===== config.mk =====
export PLATFORM = sky130hd
export DESIGN_NAME = i2c_display_write_sequencer_top
export DESIGN_NICKNAME = d
export VERILOG_FILES = /design/src/hdl/i2cdws_pkg.sv /design/src/hdl/i2c_display_write_sequencer_top.sv
export SDC_FILE = /design/constraint.sdc
export NUM_CORES = 1
export LEC_CHECK = 0
export ABC_AREA = 1
export BUFFER_PORTS_ARGS = -buffer_cell sky130_fd_sc_hd__buf_2
export CAP_MARGIN = 20
export CORE_MARGIN = 3
export CORE_UTILIZATION = 60
export DETAILED_ROUTE_END_ITERATION = 10
export PLACE_DENSITY = 0.89
export SLEW_MARGIN = 10
export SYNTH_ARGS = -nofsm -noshare
export SYNTH_HDL_FRONTEND = slang
export SYNTH_SLANG_ARGS = --single-unit

===== constraint.sdc =====
create_clock -name clk -period 2.27 [get_ports clk]
set_clock_uncertainty 0.05 [all_clocks]
set_input_delay 0.454 -clock clk [delete_from_list [all_inputs] [get_ports clk]]
set_output_delay 0.454 -clock clk [all_outputs]
set_load 0.01 [all_outputs]

===== src/hdl/i2cdws_pkg.sv =====
// Shared types and constants for the I2C display write sequencer.
package i2cdws_pkg;

  typedef enum logic [2:0] {
    ST_IDLE,
    ST_PRESTOP,
    ST_START,
    ST_BITS,
    ST_ACK,
    ST_STOP
  } seq_state_t;

  typedef enum logic [1:0] {
    PH_ADDR,
    PH_CTRL,
    PH_DATA
  } byte_phase_t;

  typedef logic [1:0] cell_kind_t;

  localparam cell_kind_t CELL_START = 2'd0;
  localparam cell_kind_t CELL_BIT   = 2'd1;
  localparam cell_kind_t CELL_ACK   = 2'd2;
  localparam cell_kind_t CELL_STOP  = 2'd3;

  localparam logic [7:0] CTRL_COMMAND = 8'h00;
  localparam logic [7:0] CTRL_DATA    = 8'h40;

  localparam logic [7:0]  ADDR_RESET = 8'h78;
  localparam logic [15:0] HALF_RESET = 16'd400;

  localparam int unsigned CFG_INDEX_W = 8;
  localparam int unsigned CFG_DATA_W  = 16;

  localparam logic [CFG_INDEX_W-1:0] REG_DEVICE_ADDRESS = 8'd0;
  localparam logic [CFG_INDEX_W-1:0] REG_HALF_PERIOD    = 8'd1;

  localparam logic [2:0] BIT_LAST = 3'd7;

endpackage


===== src/hdl/i2c_display_write_sequencer_top.sv =====
// Top level of the I2C display write sequencer: item in, bus cells out.
//
// Each accepted item becomes a run of bus cells (start, eight data bits
// per byte MSB first, acknowledge clock, stop). A command item gives 29
// cells, or 30 when it must first close an open data stream; a data item
// gives 9, 10, 28 or 29. Cells are paced by the half-period timer: each
// cell is offered two half periods after the item was taken or the previous
// cell was issued, and a stalled output holds the next cell back. The byte
// in flight leaves a shift register one bit per cell. A new item is taken
// once the previous item's last cell sits in the output register.
// Configuration writes are always taken; an unknown index is ignored.
module i2c_display_write_sequencer_top (
  input  logic                               clk,
  input  logic                               rst_n,
  input  logic                               in_valid,
  output logic                               in_ready,
  input  logic                               in_func,
  input  logic [7:0]                         in_data_byte,
  input  logic                               in_end_of_stream,
  output logic                               out_valid,
  input  logic                               out_ready,
  output logic [1:0]                         out_cell_kind,
  output logic                               out_sda_level,
  output logic                               out_last_cell,
  input  logic                               cfg_valid,
  output logic                               cfg_ready,
  input  logic [i2cdws_pkg::CFG_INDEX_W-1:0] cfg_index,
  input  logic [i2cdws_pkg::CFG_DATA_W-1:0]  cfg_data
);

  i2cdws_pkg::seq_state_t  state_r, state_nxt;
  i2cdws_pkg::byte_phase_t phase_r, phase_nxt;

  logic [7:0]  dev_addr_r;
  logic [15:0] half_ticks_r;
  logic        stream_open_r, stream_open_nxt;
  logic        func_r, func_nxt;
  logic [7:0]  byte_r, byte_nxt;
  logic        eos_r, eos_nxt;
  logic [7:0]  shift_r, shift_nxt;
  logic [2:0]  bit_cnt_r, bit_cnt_nxt;
  logic [15:0] tick_r, tick_nxt;
  logic        half_r, half_nxt;

  logic                   out_valid_r, out_valid_nxt;
  i2cdws_pkg::cell_kind_t out_kind_r, out_kind_nxt;
  logic                   out_sda_r, out_sda_nxt;
  logic                   out_last_r, out_last_nxt;

  logic in_fire;
  logic pace_done;
  logic cell_fire;

  assign in_ready      = (state_r == i2cdws_pkg::ST_IDLE);
  assign in_fire       = in_valid && in_ready;
  assign cfg_ready     = 1'b1;
  assign out_valid     = out_valid_r;
  assign out_cell_kind = out_kind_r;
  assign out_sda_level = out_sda_r;
  assign out_last_cell = out_last_r;

  assign pace_done = half_r && (tick_r == 16'd0);
  assign cell_fire = (state_r != i2cdws_pkg::ST_IDLE) && pace_done &&
                     (!out_valid_r || out_ready);

  always_ff @(posedge clk) begin
    if (!rst_n) begin
      dev_addr_r   <= i2cdws_pkg::ADDR_RESET;
      half_ticks_r <= i2cdws_pkg::HALF_RESET;
    end else if (cfg_valid) begin
      if (cfg_index == i2cdws_pkg::REG_DEVICE_ADDRESS) begin
        dev_addr_r <= cfg_data[7:0];
      end else if (cfg_index == i2cdws_pkg::REG_HALF_PERIOD) begin
        half_ticks_r <= cfg_data;
      end
    end
  end

  always_ff @(posedge clk) begin
    if (!rst_n) begin
      state_r       <= i2cdws_pkg::ST_IDLE;
      phase_r       <= i2cdws_pkg::PH_ADDR;
      stream_open_r <= 1'b0;
      out_valid_r   <= 1'b0;
      bit_cnt_r     <= 3'd0;
      tick_r        <= 16'd0;
      half_r        <= 1'b0;
    end else begin
      state_r       <= state_nxt;
      phase_r       <= phase_nxt;
      stream_open_r <= stream_open_nxt;
      out_valid_r   <= out_valid_nxt;
      bit_cnt_r     <= bit_cnt_nxt;
      tick_r        <= tick_nxt;
      half_r        <= half_nxt;
    end
  end

  always_ff @(posedge clk) begin
    func_r     <= func_nxt;
    byte_r     <= byte_nxt;
    eos_r      <= eos_nxt;
    shift_r    <= shift_nxt;
    out_kind_r <= out_kind_nxt;
    out_sda_r  <= out_sda_nxt;
    out_last_r <= out_last_nxt;
  end

  always_comb begin
    state_nxt       = state_r;
    phase_nxt       = phase_r;
    stream_open_nxt = stream_open_r;
    func_nxt        = func_r;
    byte_nxt        = byte_r;
    eos_nxt         = eos_r;
    shift_nxt       = shift_r;
    bit_cnt_nxt     = bit_cnt_r;
    tick_nxt        = tick_r;
    half_nxt        = half_r;
    out_valid_nxt   = out_valid_r;
    out_kind_nxt    = out_kind_r;
    out_sda_nxt     = out_sda_r;
    out_last_nxt    = out_last_r;

    // advance the half-period timer
    if (state_r != i2cdws_pkg::ST_IDLE && !pace_done) begin
      if (tick_r == 16'd0) begin
        half_nxt = 1'b1;
        tick_nxt = half_ticks_r - 16'd1;
      end else begin
        tick_nxt = tick_r - 16'd1;
      end
    end

    // drop the taken cell
    if (out_valid_r && out_ready) begin
      out_valid_nxt = 1'b0;
    end

    if (in_fire || cell_fire) begin
      tick_nxt = half_ticks_r - 16'd1;
      half_nxt = 1'b0;
    end

    if (in_fire) begin
      func_nxt    = in_func;
      byte_nxt    = in_data_byte;
      eos_nxt     = in_end_of_stream;
      bit_cnt_nxt = 3'd0;
      if (!in_func) begin
        state_nxt = stream_open_r ? i2cdws_pkg::ST_PRESTOP : i2cdws_pkg::ST_START;
      end else if (stream_open_r) begin
        shift_nxt = in_data_byte;
        phase_nxt = i2cdws_pkg::PH_DATA;
        state_nxt = i2cdws_pkg::ST_BITS;
      end else begin
        state_nxt = i2cdws_pkg::ST_START;
      end
    end

    if (cell_fire) begin
      out_valid_nxt = 1'b1;
      out_last_nxt  = 1'b0;
      unique case (state_r)
        i2cdws_pkg::ST_PRESTOP: begin
          out_kind_nxt    = i2cdws_pkg::CELL_STOP;
          out_sda_nxt     = 1'b1;
          stream_open_nxt = 1'b0;
          state_nxt       = i2cdws_pkg::ST_START;
        end
        i2cdws_pkg::ST_START: begin
          out_kind_nxt = i2cdws_pkg::CELL_START;
          out_sda_nxt  = 1'b0;
          shift_nxt    = dev_addr_r;
          phase_nxt    = i2cdws_pkg::PH_ADDR;
          bit_cnt_nxt  = 3'd0;
          state_nxt    = i2cdws_pkg::ST_BITS;
        end
        i2cdws_pkg::ST_BITS: begin
          out_kind_nxt = i2cdws_pkg::CELL_BIT;
          out_sda_nxt  = shift_r[7];
          shift_nxt    = {shift_r[6:0], 1'b0};
          bit_cnt_nxt  = bit_cnt_r + 3'd1;
          if (bit_cnt_r == i2cdws_pkg::BIT_LAST) begin
            state_nxt = i2cdws_pkg::ST_ACK;
          end
        end
        i2cdws_pkg::ST_ACK: begin
          out_kind_nxt = i2cdws_pkg::CELL_ACK;
          out_sda_nxt  = 1'b1;
          bit_cnt_nxt  = 3'd0;
          unique case (phase_r)
            i2cdws_pkg::PH_ADDR: begin
              shift_nxt = func_r ? i2cdws_pkg::CTRL_DATA : i2cdws_pkg::CTRL_COMMAND;
              phase_nxt = i2cdws_pkg::PH_CTRL;
              state_nxt = i2cdws_pkg::ST_BITS;
            end
            i2cdws_pkg::PH_CTRL: begin
              shift_nxt = byte_r;
              phase_nxt = i2cdws_pkg::PH_DATA;
              state_nxt = i2cdws_pkg::ST_BITS;
            end
            default: begin
              if (!func_r || eos_r) begin
                state_nxt = i2cdws_pkg::ST_STOP;
              end else begin
                out_last_nxt    = 1'b1;
                stream_open_nxt = 1'b1;
                state_nxt       = i2cdws_pkg::ST_IDLE;
              end
            end
          endcase
        end
        i2cdws_pkg::ST_STOP: begin
          out_kind_nxt    = i2cdws_pkg::CELL_STOP;
          out_sda_nxt     = 1'b1;
          out_last_nxt    = 1'b1;
          stream_open_nxt = 1'b0;
          state_nxt       = i2cdws_pkg::ST_IDLE;
        end
        default: begin
          state_nxt = i2cdws_pkg::ST_IDLE;
        end
      endcase
    end
  end

endmodule


; After elaboration in Yosys (flattened, before gate mapping)
; Cells that the tools add are included.
[totals]
mem_bits_ro = 0
inputBits = 39
wordCells = 102
n_memories = 0
latch_bits = 0
ff_bits = 73
out_inout_bits = 7
ram_bits = 0
[classes]
n_reduce_logical = 33
eq_ne = 10
n_bitwise = 2
div = 0
mul = 0
n_mux = 38
n_addsub = 3
n_lt_le_gt_ge = 0
n_shift = 0
[ops]
columns = op, n
row1 = $mux 16, 3
row2 = $mux 8, 4
row3 = $sub 16x1->16 const B, 2
row4 = $pmux 8 s3, 1
row5 = $mux 3, 7
row6 = $logic_not 16->1, 1
row7 = $pmux 8 s2, 1
row8 = $mux 2, 6
row9 = $pmux 3 s4, 1
row10 = $eq 3x3->1 const B, 3
row11 = $eq 8x1->1 const B, 1
row12 = $logic_not 8->1, 1
row13 = $pmux 2 s2, 2
row14 = $pmux 2 s4, 1
row15 = $reduce_and 2->1, 4
row16 = $reduce_or 2->1, 4
row17 = $mux 1, 7
row18 = $mux 7, 1
row19 = $eq 3x2->1 const B, 2
row20 = $logic_and 1x1->1, 6
row21 = $pmux 3 s2, 1
row22 = $reduce_bool 2->1, 3
row23 = $reduce_bool 3->1, 2
row24 = $ne 2x2->1 const B, 2
row25 = other kinds (14), 20

; Logic depth before layout (Yosys ltp)
; Gate-level depths: netlist of the first run.
[logic_depth]
word_depth = 6
ltp_mapped = 13
ltp_nobuf = 13

; Worst setup path before layout of the first run
; OpenSTA, ideal clock, no wires.
[synth_path]
path_kind = register -> register
from = reg tick_r[0]
to = reg out_kind_r[0], in the netlist out_cell_kind[0] (enable)
period_less_slack_ns = 1.752
path_buffers = 0
t_arrival_ns = 1.386
stages_incl_launch_ff = 11
slack_ns = 0.518
setup_time_ns = 0.316
path_cell_list = dfxtp_1 -> inv_1 -> ha_1 -> nand2_1 -> nor2_1 -> nand2_1 -> nor2_1 -> nand2_1 -> nor2_1 -> nand2_1 -> a21oi_1
[synth_between]
elab_chain_cells = 5
[synth_rtl]
columns = element, line_no
row1 = start: declaration, i2c_display_write_sequencer_top.sv:42  ; logic [15:0] tick_r, tick_nxt;
row2 = start signal: assignment, i2c_display_write_sequencer_top.sv:94  ; tick_r <= tick_nxt;
row3 = $logic_not 16->1, i2c_display_write_sequencer_top.sv:62  ; assign pace_done = half_r && (tick_r == 16'd0);
row4 = $logic_and 1x1->1, i2c_display_write_sequencer_top.sv:62
row5 = $logic_and 1x1->1 (2 in series), i2c_display_write_sequencer_top.sv:63  ; assign cell_fire = (state_r != i2cdws_pkg::ST_IDLE) && pace_done &&
row6 = $reduce_and 2->1 (no line), --
row7 = end signal: assignment, i2c_display_write_sequencer_top.sv:104  ; out_kind_r <= out_kind_nxt;
row8 = end: declaration, i2c_display_write_sequencer_top.sv:46  ; i2cdws_pkg::cell_kind_t out_kind_r, out_kind_nxt;
; No other way between the ends.
; A chain may end at the register's enable or synchronous reset.

; Worst setup path after layout of the first run
; Ends and elaborated chain as after synthesis.

==> out/qor.csv, run 1 <==
stage;metric;value;unit
cts;clkLatencyLatePin;350;ps
setup_path;worst_r2r_startpoint;tick_r[0]$_SDFFE_PN0P_;
die;design.die.area;8570;um2
power_and_ir_drop;cell_leakage_power;2.44;nW
finish;multi_input_comb_area;2490;um2
hold_path;worst_hold_startpoint;in_end_of_stream;
run;cap_violations;0;
finish;layout.filler_cells;592;
finish;layout.nets;806;
synthesis;mappedNetlistArea;4500;um2
setup_path;cp.required;2270;ps
synthesis;synth.ff_latch_count;73;
hold_path;timing.hold.worst.class;input port to flip-flop;
finish;synthToLayoutAreaGrowth;12.4;%
timing;finalSetupViolCount;0;
synthesis;synth_area_per_cell;6.29;um2
setup_path;critical_path.max_stage_delay;320;ps
timing;final-hold-violation-count;0;
cts;post_cts_resize_count;0;
timing;post-route-worst-setup-slack;257;ps
die;rows;30;
timing;final_min_period_over_clock_period;88.7;%
finish;area.sequential;1600;um2
setup_path;path_class;flip-flop to flip-flop;
cts;clock_sink_count;73;
cts;cts_htree_levels;3;
drt;drt-wirelength-per-cell;13.9;um
cts;cts.path.max_buffers;2;
placement;quantity_of_i_o_buffers_inserted_on_ports;44;
grt;global_route_wire_length_before_repair;19900;um
cts;cts_tree;done;
finish;n_antenna_cell;0;
drt;detail_route.iter0.violations;613;
grt;global_route.overflow_total;0;
synthesis;postSynth.asyncResetShare;0;%
synthesis;synth_edf_count;14;
drt;post-route-drc-count;0;
drt;drt.antenna.violating_nets;0;
cts;cts_hold_repair.buffers;0;
drt;vias;4826;
cts;cts_setup_buffers;0;
setup_path;worstPathCellList;inv_1 > ha_1 > nand2_1 > nor2_1 > nand2_1 > nor2_1 > nand2_1 > nor2_1 > nand2_2 > a21oi_1;
timing;rsz0062_at_grt;false;
synthesis;yosysWarningCount;0;
placement;detailedPlace.worstSlack;289;ps
run_status;outcome;complete, no violations;
die;die_width;92.6;um
setup_path;timing.critical_path.fanout_max;4;
setup_path;critPathLaunch;tick_r[0]$_SDFFE_PN0P_;
cts;clkSlewWorstSetupHoldPaths;90;ps
synthesis;synth_flop_cell;sky130_fd_sc_hd__dfxtp_1;
setup_path;critical_path.slowest_cell;sky130_fd_sc_hd__dfxtp_1;
synthesis;fraction_of_synthesized_cell_area_taken_by_the_top_area_cell_type;26.3;%
placement;place.gp.congestion;0.954;
placement;detailed_place_hpwl;8870;um
synthesis;postSynthNetCount;759;
setup_path;cp-start-kind;flip-flop;
synthesis;synth-seq-area-share;35.6;%
die;die_height;92.6;um
drt;finalWirelength;12000;um
timing;min_cycle_time_layout;2010;ps
die;core-area;7020;um2
die;design.portCount;46;
timing;totalNegativeSetupSlack;0;ps
power_and_ir_drop;power.density;653;nW/um2
finish;drive_gt1_share;12.0;%
grt;first_global_vias;4404;
synthesis;syn_inst;715;
grt;gr-usage-all-layers;28.8;%
drt;detail_route.first_pass.iterations;6;
synthesis;synth_area_leader_cell;sky130_fd_sc_hd__dfxtp_1;
cts;tritoncts.num_buffers;9;
timing;max_clock_freq;497;MHz
timing;fin_max_slew_vios;0;
power_and_ir_drop;power.ir.vdd_worst;0.446;mV
drt;via_per_inst;5.59;
setup_path;worstPathArrival;2010;ps
grt;grt_antenna_before_repair;0;
setup_path;end_kind;flip-flop;
cts;clockRootBuffer;sky130_fd_sc_hd__clkbuf_8;
synthesis;synth_area_leaders;sky130_fd_sc_hd__dfxtp_1 (26%), sky130_fd_sc_hd__nand2_1 (20%), sky130_fd_sc_hd__edfxtp_1 (9.3%);
synthesis;synth_cell_types;40;
grt;maximum_number_of_pins_on_one_net_before_global_route_repair;41;
die;initial_core_util;64.1;%
metal layers:
layer / vias up / GRT usage [%] / routed length [um]
li1: 2380 / - / -
met1: 2113 / 39.2 / 5040
met2: 283 / 45.0 / 5320
met3: 50 / 6.42 / 1290
met4: 0 / 10.1 / 341
met5: - / 0 / 0
state kept, by name (all words and copies together) (netlist names):
register	cells
out_valid	1
out_cell_kind	2
out_sda_level	1
half_r	1
tick_r	16
eos_r	1
half_ticks_r	16
bit_cnt_r	3
dev_addr_r	8
state_r	3
byte_r	8
func_r	1
stream_open_r	1
phase_r	2
out_last_cell	1
shift_r	8
area by class of cell:
type                    instances  area share, %
inverters                      84           6.24
flip-flops and latches         73           31.7
multi-input cells             540           49.3
well taps                      96           2.38
clock buffers                  10           2.52
clock inverters                 6           1.78
repair buffers                 54           6.09
cells in the final DEF (no fill, tap or decap), types with 5 or more instances in the layout:
cell	n
sky130_fd_sc_hd__a21oi_1	22
sky130_fd_sc_hd__edfxtp_1	14
sky130_fd_sc_hd__nand3_1	67
sky130_fd_sc_hd__nor2_1	101
sky130_fd_sc_hd__o21ai_1	7
sky130_fd_sc_hd__clkbuf_8	9
sky130_fd_sc_hd__buf_4	9
sky130_fd_sc_hd__dfxtp_1	59
sky130_fd_sc_hd__nor2_2	6
sky130_fd_sc_hd__nand2_2	5
sky130_fd_sc_hd__o211ai_1	7
sky130_fd_sc_hd__nand2_1	237
sky130_fd_sc_hd__o21ai_0	41
sky130_fd_sc_hd__ha_1	5
sky130_fd_sc_hd__inv_1	79
sky130_fd_sc_hd__nand4_1	8
sky130_fd_sc_hd__buf_2	44
worst paths after layout:
kind                                              endpoint  slack (ps)  cells after the start
worst max-delay path            out_cell_kind[0]$_DFFE_PP_         260                     10
worst min-delay path                       eos_r$_DFFE_PN_         220                      1
worst max register to register  out_cell_kind[0]$_DFFE_PP_         260                     10
worst min register to register  dev_addr_r[4]$_SDFFE_PN1P_         430                      2
synthesized netlist by cell type (2+ instances only):
library cell / number
sky130_fd_sc_hd__nand4_1: 8
sky130_fd_sc_hd__o21ai_0: 41
sky130_fd_sc_hd__edfxtp_1: 14
sky130_fd_sc_hd__dfxtp_1: 59
sky130_fd_sc_hd__ha_1: 5
sky130_fd_sc_hd__o211ai_1: 7
sky130_fd_sc_hd__inv_1: 79
sky130_fd_sc_hd__a21oi_1: 22
sky130_fd_sc_hd__nand2_4: 3
sky130_fd_sc_hd__nor2_1: 101
sky130_fd_sc_hd__buf_2: 4
sky130_fd_sc_hd__buf_4: 2
sky130_fd_sc_hd__nand3_4: 2
sky130_fd_sc_hd__o21ai_1: 7
sky130_fd_sc_hd__nand3_1: 67
sky130_fd_sc_hd__o221ai_1: 2
sky130_fd_sc_hd__buf_6: 2
sky130_fd_sc_hd__nand2_1: 238
sky130_fd_sc_hd__xor2_1: 3
sky130_fd_sc_hd__nand2_2: 4
sky130_fd_sc_hd__and2_1: 2
sky130_fd_sc_hd__clkbuf_1: 9
sky130_fd_sc_hd__o21bai_1: 2
sky130_fd_sc_hd__nor2_4: 3
sky130_fd_sc_hd__clkinv_1: 3
sky130_fd_sc_hd__nor3_1: 3
sky130_fd_sc_hd__o22ai_1: 3
sky130_fd_sc_hd__a22oi_1: 2
sky130_fd_sc_hd__inv_2: 2
sky130_fd_sc_hd__nor2_2: 6
kinds of logic (layout without fill, tap and decap cells):
logic type      after synthesis  in the layout  synth area share [%]
compound gates               92             92                  11.7
xor+xnor                      3              3                 0.584
fa+ha+maj                     5              5                  1.39
buf+inv                     102            154                  9.13
flops                        73             73                  35.6
other cells                   1              1                0.0834
simple gates                439            439                  41.5
worst max-delay path, delay by kind of cell (launching register included):
kind	cells	cell delay, ps
adders and majority gates	1	180
AOI/OAI and AO/OA	1	230
DFF	1	320
and+or+nand+nor	7	830
buffers and inverters	1	120
report_power, final:
group / total, mW / internal, mW / leakage, nW / switching [mW]
Clock: 1.13 / 0.624 / 0.107 / 0.509
Combinational: 0.729 / 0.247 / 1.72 / 0.481
Sequential: 1.44 / 1.38 / 0.608 / 0.0566
stage by stage:
| stage | utilization, % | instance area [um2] | hold WS, ps | power, mW | cells |
|---|---|---|---|---|---|
| finish | 72.0 | 5060 | 225 | 3.30 | 863 |
| global route | 72.0 | 5060 | 203 | 3.48 | 863 |
| CTS | 71.9 | 5050 | 208 | 3.30 | 863 |
| detailed placement | 68.8 | 4830 | 408 | 2.17 | 847 |
| global placement | 68.8 | 4830 | 410 | 2.15 | 847 |
| floorplan | - | 4500 | 392 | 1.99 | 715 |
Power figures use the tool's default switching activity.
==> run 2, diff against run 1 <==
Settings changed: CORE_UTILIZATION 60 to 46, PLACE_DENSITY 0.89 to 0.73.
==> out/qor.csv, run 2 (same netlist as run 1, synthesis figures left out) <==
stage;metric;value;unit
run_status;outcome;complete, no violations;
cts;cts.path.max_buffers;2;
drt;via_per_inst;5.16;
power_and_ir_drop;finalPower;3.35;mW
drt;vias;4651;
grt;grt_antenna_before_repair;0;
cts;cts_setup_buffers;0;
timing;worst_slew_pin_slew;535;ps
finish;final-instance-count-excl-fill;901;
drt;drt.antenna.violating_nets;0;
power_and_ir_drop;power.density;654;nW/um2
setup_path;r2r_slack;270;ps
grt;gr-usage-all-layers;21.7;%
cts;clockRootBuffer;sky130_fd_sc_hd__clkbuf_8;
power_and_ir_drop;power.ir.vdd_worst;0.378;mV
cts;tritoncts.num_buffers;9;
grt;maximum_number_of_pins_on_one_net_before_global_route_repair;30;
finish;final_cell_mix;sky130_fd_sc_hd__nand2_1 (238), sky130_fd_sc_hd__nor2_1 (101), sky130_fd_sc_hd__inv_1 (79);
finish;largest_registers;half_ticks_r x16, tick_r x16;
die;die_width;105;um
setup_path;cp.required;2510;ps
grt;global_route.overflow_total;0;
timing;worst_hold_slack;219;ps
setup_path;worstPathArrival;2230;ps
drt;detail_route.first_pass.iterations;5;
placement;detailedPlace.worstSlack;256;ps
cts;cts_tree;done;
finish;most_common_cell_after_layout_fill_and_taps_aside;sky130_fd_sc_hd__nand2_1;
die;design.die.area;11000;um2
drt;finalWirelength;11900;um
cts;clkSlewWorstSetupHoldPaths;90;ps
hold_path;timing.hold.worst.class;input port to flip-flop;
die;rows;35;
finish;post-route-util;54.7;%
placement;quantity_of_i_o_buffers_inserted_on_ports;44;
drt;drt-wirelength-per-cell;13.2;um
timing;min_cycle_time_layout;2000;ps
placement;place.gp.congestion;0.932;
setup_path;cp-start-kind;flip-flop;
timing;final_min_period_over_clock_period;87.9;%
die;die_height;105;um
finish;synthToLayoutAreaGrowth;14.0;%
cts;clock_sink_count;73;
timing;finalSetupViolCount;0;
placement;dpl-instance-area;4900;um2
setup_path;end_kind;flip-flop;
finish;layout.cell_area.non_filler;5130;um2
finish;drive_gt1_share;12.6;%
grt;global_route_wire_length_before_repair;19600;um
finish;layout.nets;811;
timing;rsz0062_at_grt;false;
drt;detail_route.iter0.violations;282;
timing;final-hold-violation-count;0;
grt;first_global_vias;4325;
timing;fin_max_slew_vios;0;
setup_path;timing.critical_path.fanout_max;18;
setup_path;path_class;flip-flop to flip-flop;
timing;worst_slew_margin_rel;64.3;%
die;core-area;9370;um2
placement;placed_cells;885;
run;cap_violations;0;
cts;cts_htree_levels;3;
placement;detailed_place_hpwl;9100;um
drt;post-route-drc-count;0;
timing;post-route-worst-setup-slack;274;ps
cts;clkLatencyLatePin;350;ps
die;design.portCount;46;
finish;n_antenna_cell;0;
timing;totalNegativeSetupSlack;0;ps
timing;max_clock_freq;501;MHz
power_and_ir_drop;cell_leakage_power;2.45;nW
die;initial_core_util;48.0;%
==> run 2: worst paths after layout <==
| kind | from | to | cells after the start |
|---|---|---|---|
| max | tick_r[0]$_SDFFE_PN0P_ | tick_r[2]$_SDFFE_PN0P_ | 13 |
| min | in_end_of_stream | eos_r$_DFFE_PN_ | 1 |
| max reg2reg | tick_r[0]$_SDFFE_PN0P_ | tick_r[2]$_SDFFE_PN0P_ | 13 |
| min reg2reg | half_ticks_r[15]$_SDFFE_PN0P_ | half_ticks_r[15]$_SDFFE_PN0P_ | 2 |
==> run 2: cell type report <==
type / count / area [um2]
Fill cell: 979 / 4240
Inverter: 84 / 315
Clock inverter: 7 / 104
Clock buffer: 9 / 124
Multi-Input combinational cell: 540 / 2490
Sequential cell: 73 / 1600
Timing Repair Buffer: 59 / 333
Tap cell: 129 / 161
==> run 2: power breakdown <==
group          internal (mW)  switching (mW)  total [mW]
sequential              1.38          0.0529        1.44
clock                  0.630           0.551        1.18
combinational          0.258           0.476       0.734
total                   2.27            1.08        3.35
==> run 2: critical path: stages (launching register included) <==
cell and delay [ps]:
sky130_fd_sc_hd__dfxtp_1 320, sky130_fd_sc_hd__inv_1 110, sky130_fd_sc_hd__ha_1 180, sky130_fd_sc_hd__nand2_1 90
sky130_fd_sc_hd__nor2_4 160, sky130_fd_sc_hd__nand2_4 70, sky130_fd_sc_hd__buf_4 200, sky130_fd_sc_hd__inv_1 260
sky130_fd_sc_hd__nand2_1 110, sky130_fd_sc_hd__nand2_1 80, sky130_fd_sc_hd__nand3_1 80, sky130_fd_sc_hd__nand2_1 90
sky130_fd_sc_hd__nor2_1 40, sky130_fd_sc_hd__nor2_1 80
==> run 2: repair_timing <==
action / CTS / global route
endpoints found under the setup margin: 0 / 2
hold buffers: 0 / 0
resized for setup: 0 / 1
==> run 2: per-layer routing <==
metal	track usage (%)	part of all wire, %	wire length (um)	up-vias
met5	0	0	0	-
met4	8.06	2.3	273	0
met2	35.6	45	5370	161
li1	-	-	-	2391
met3	3.58	6.5	771	20
met1	28.6	46	5440	2079
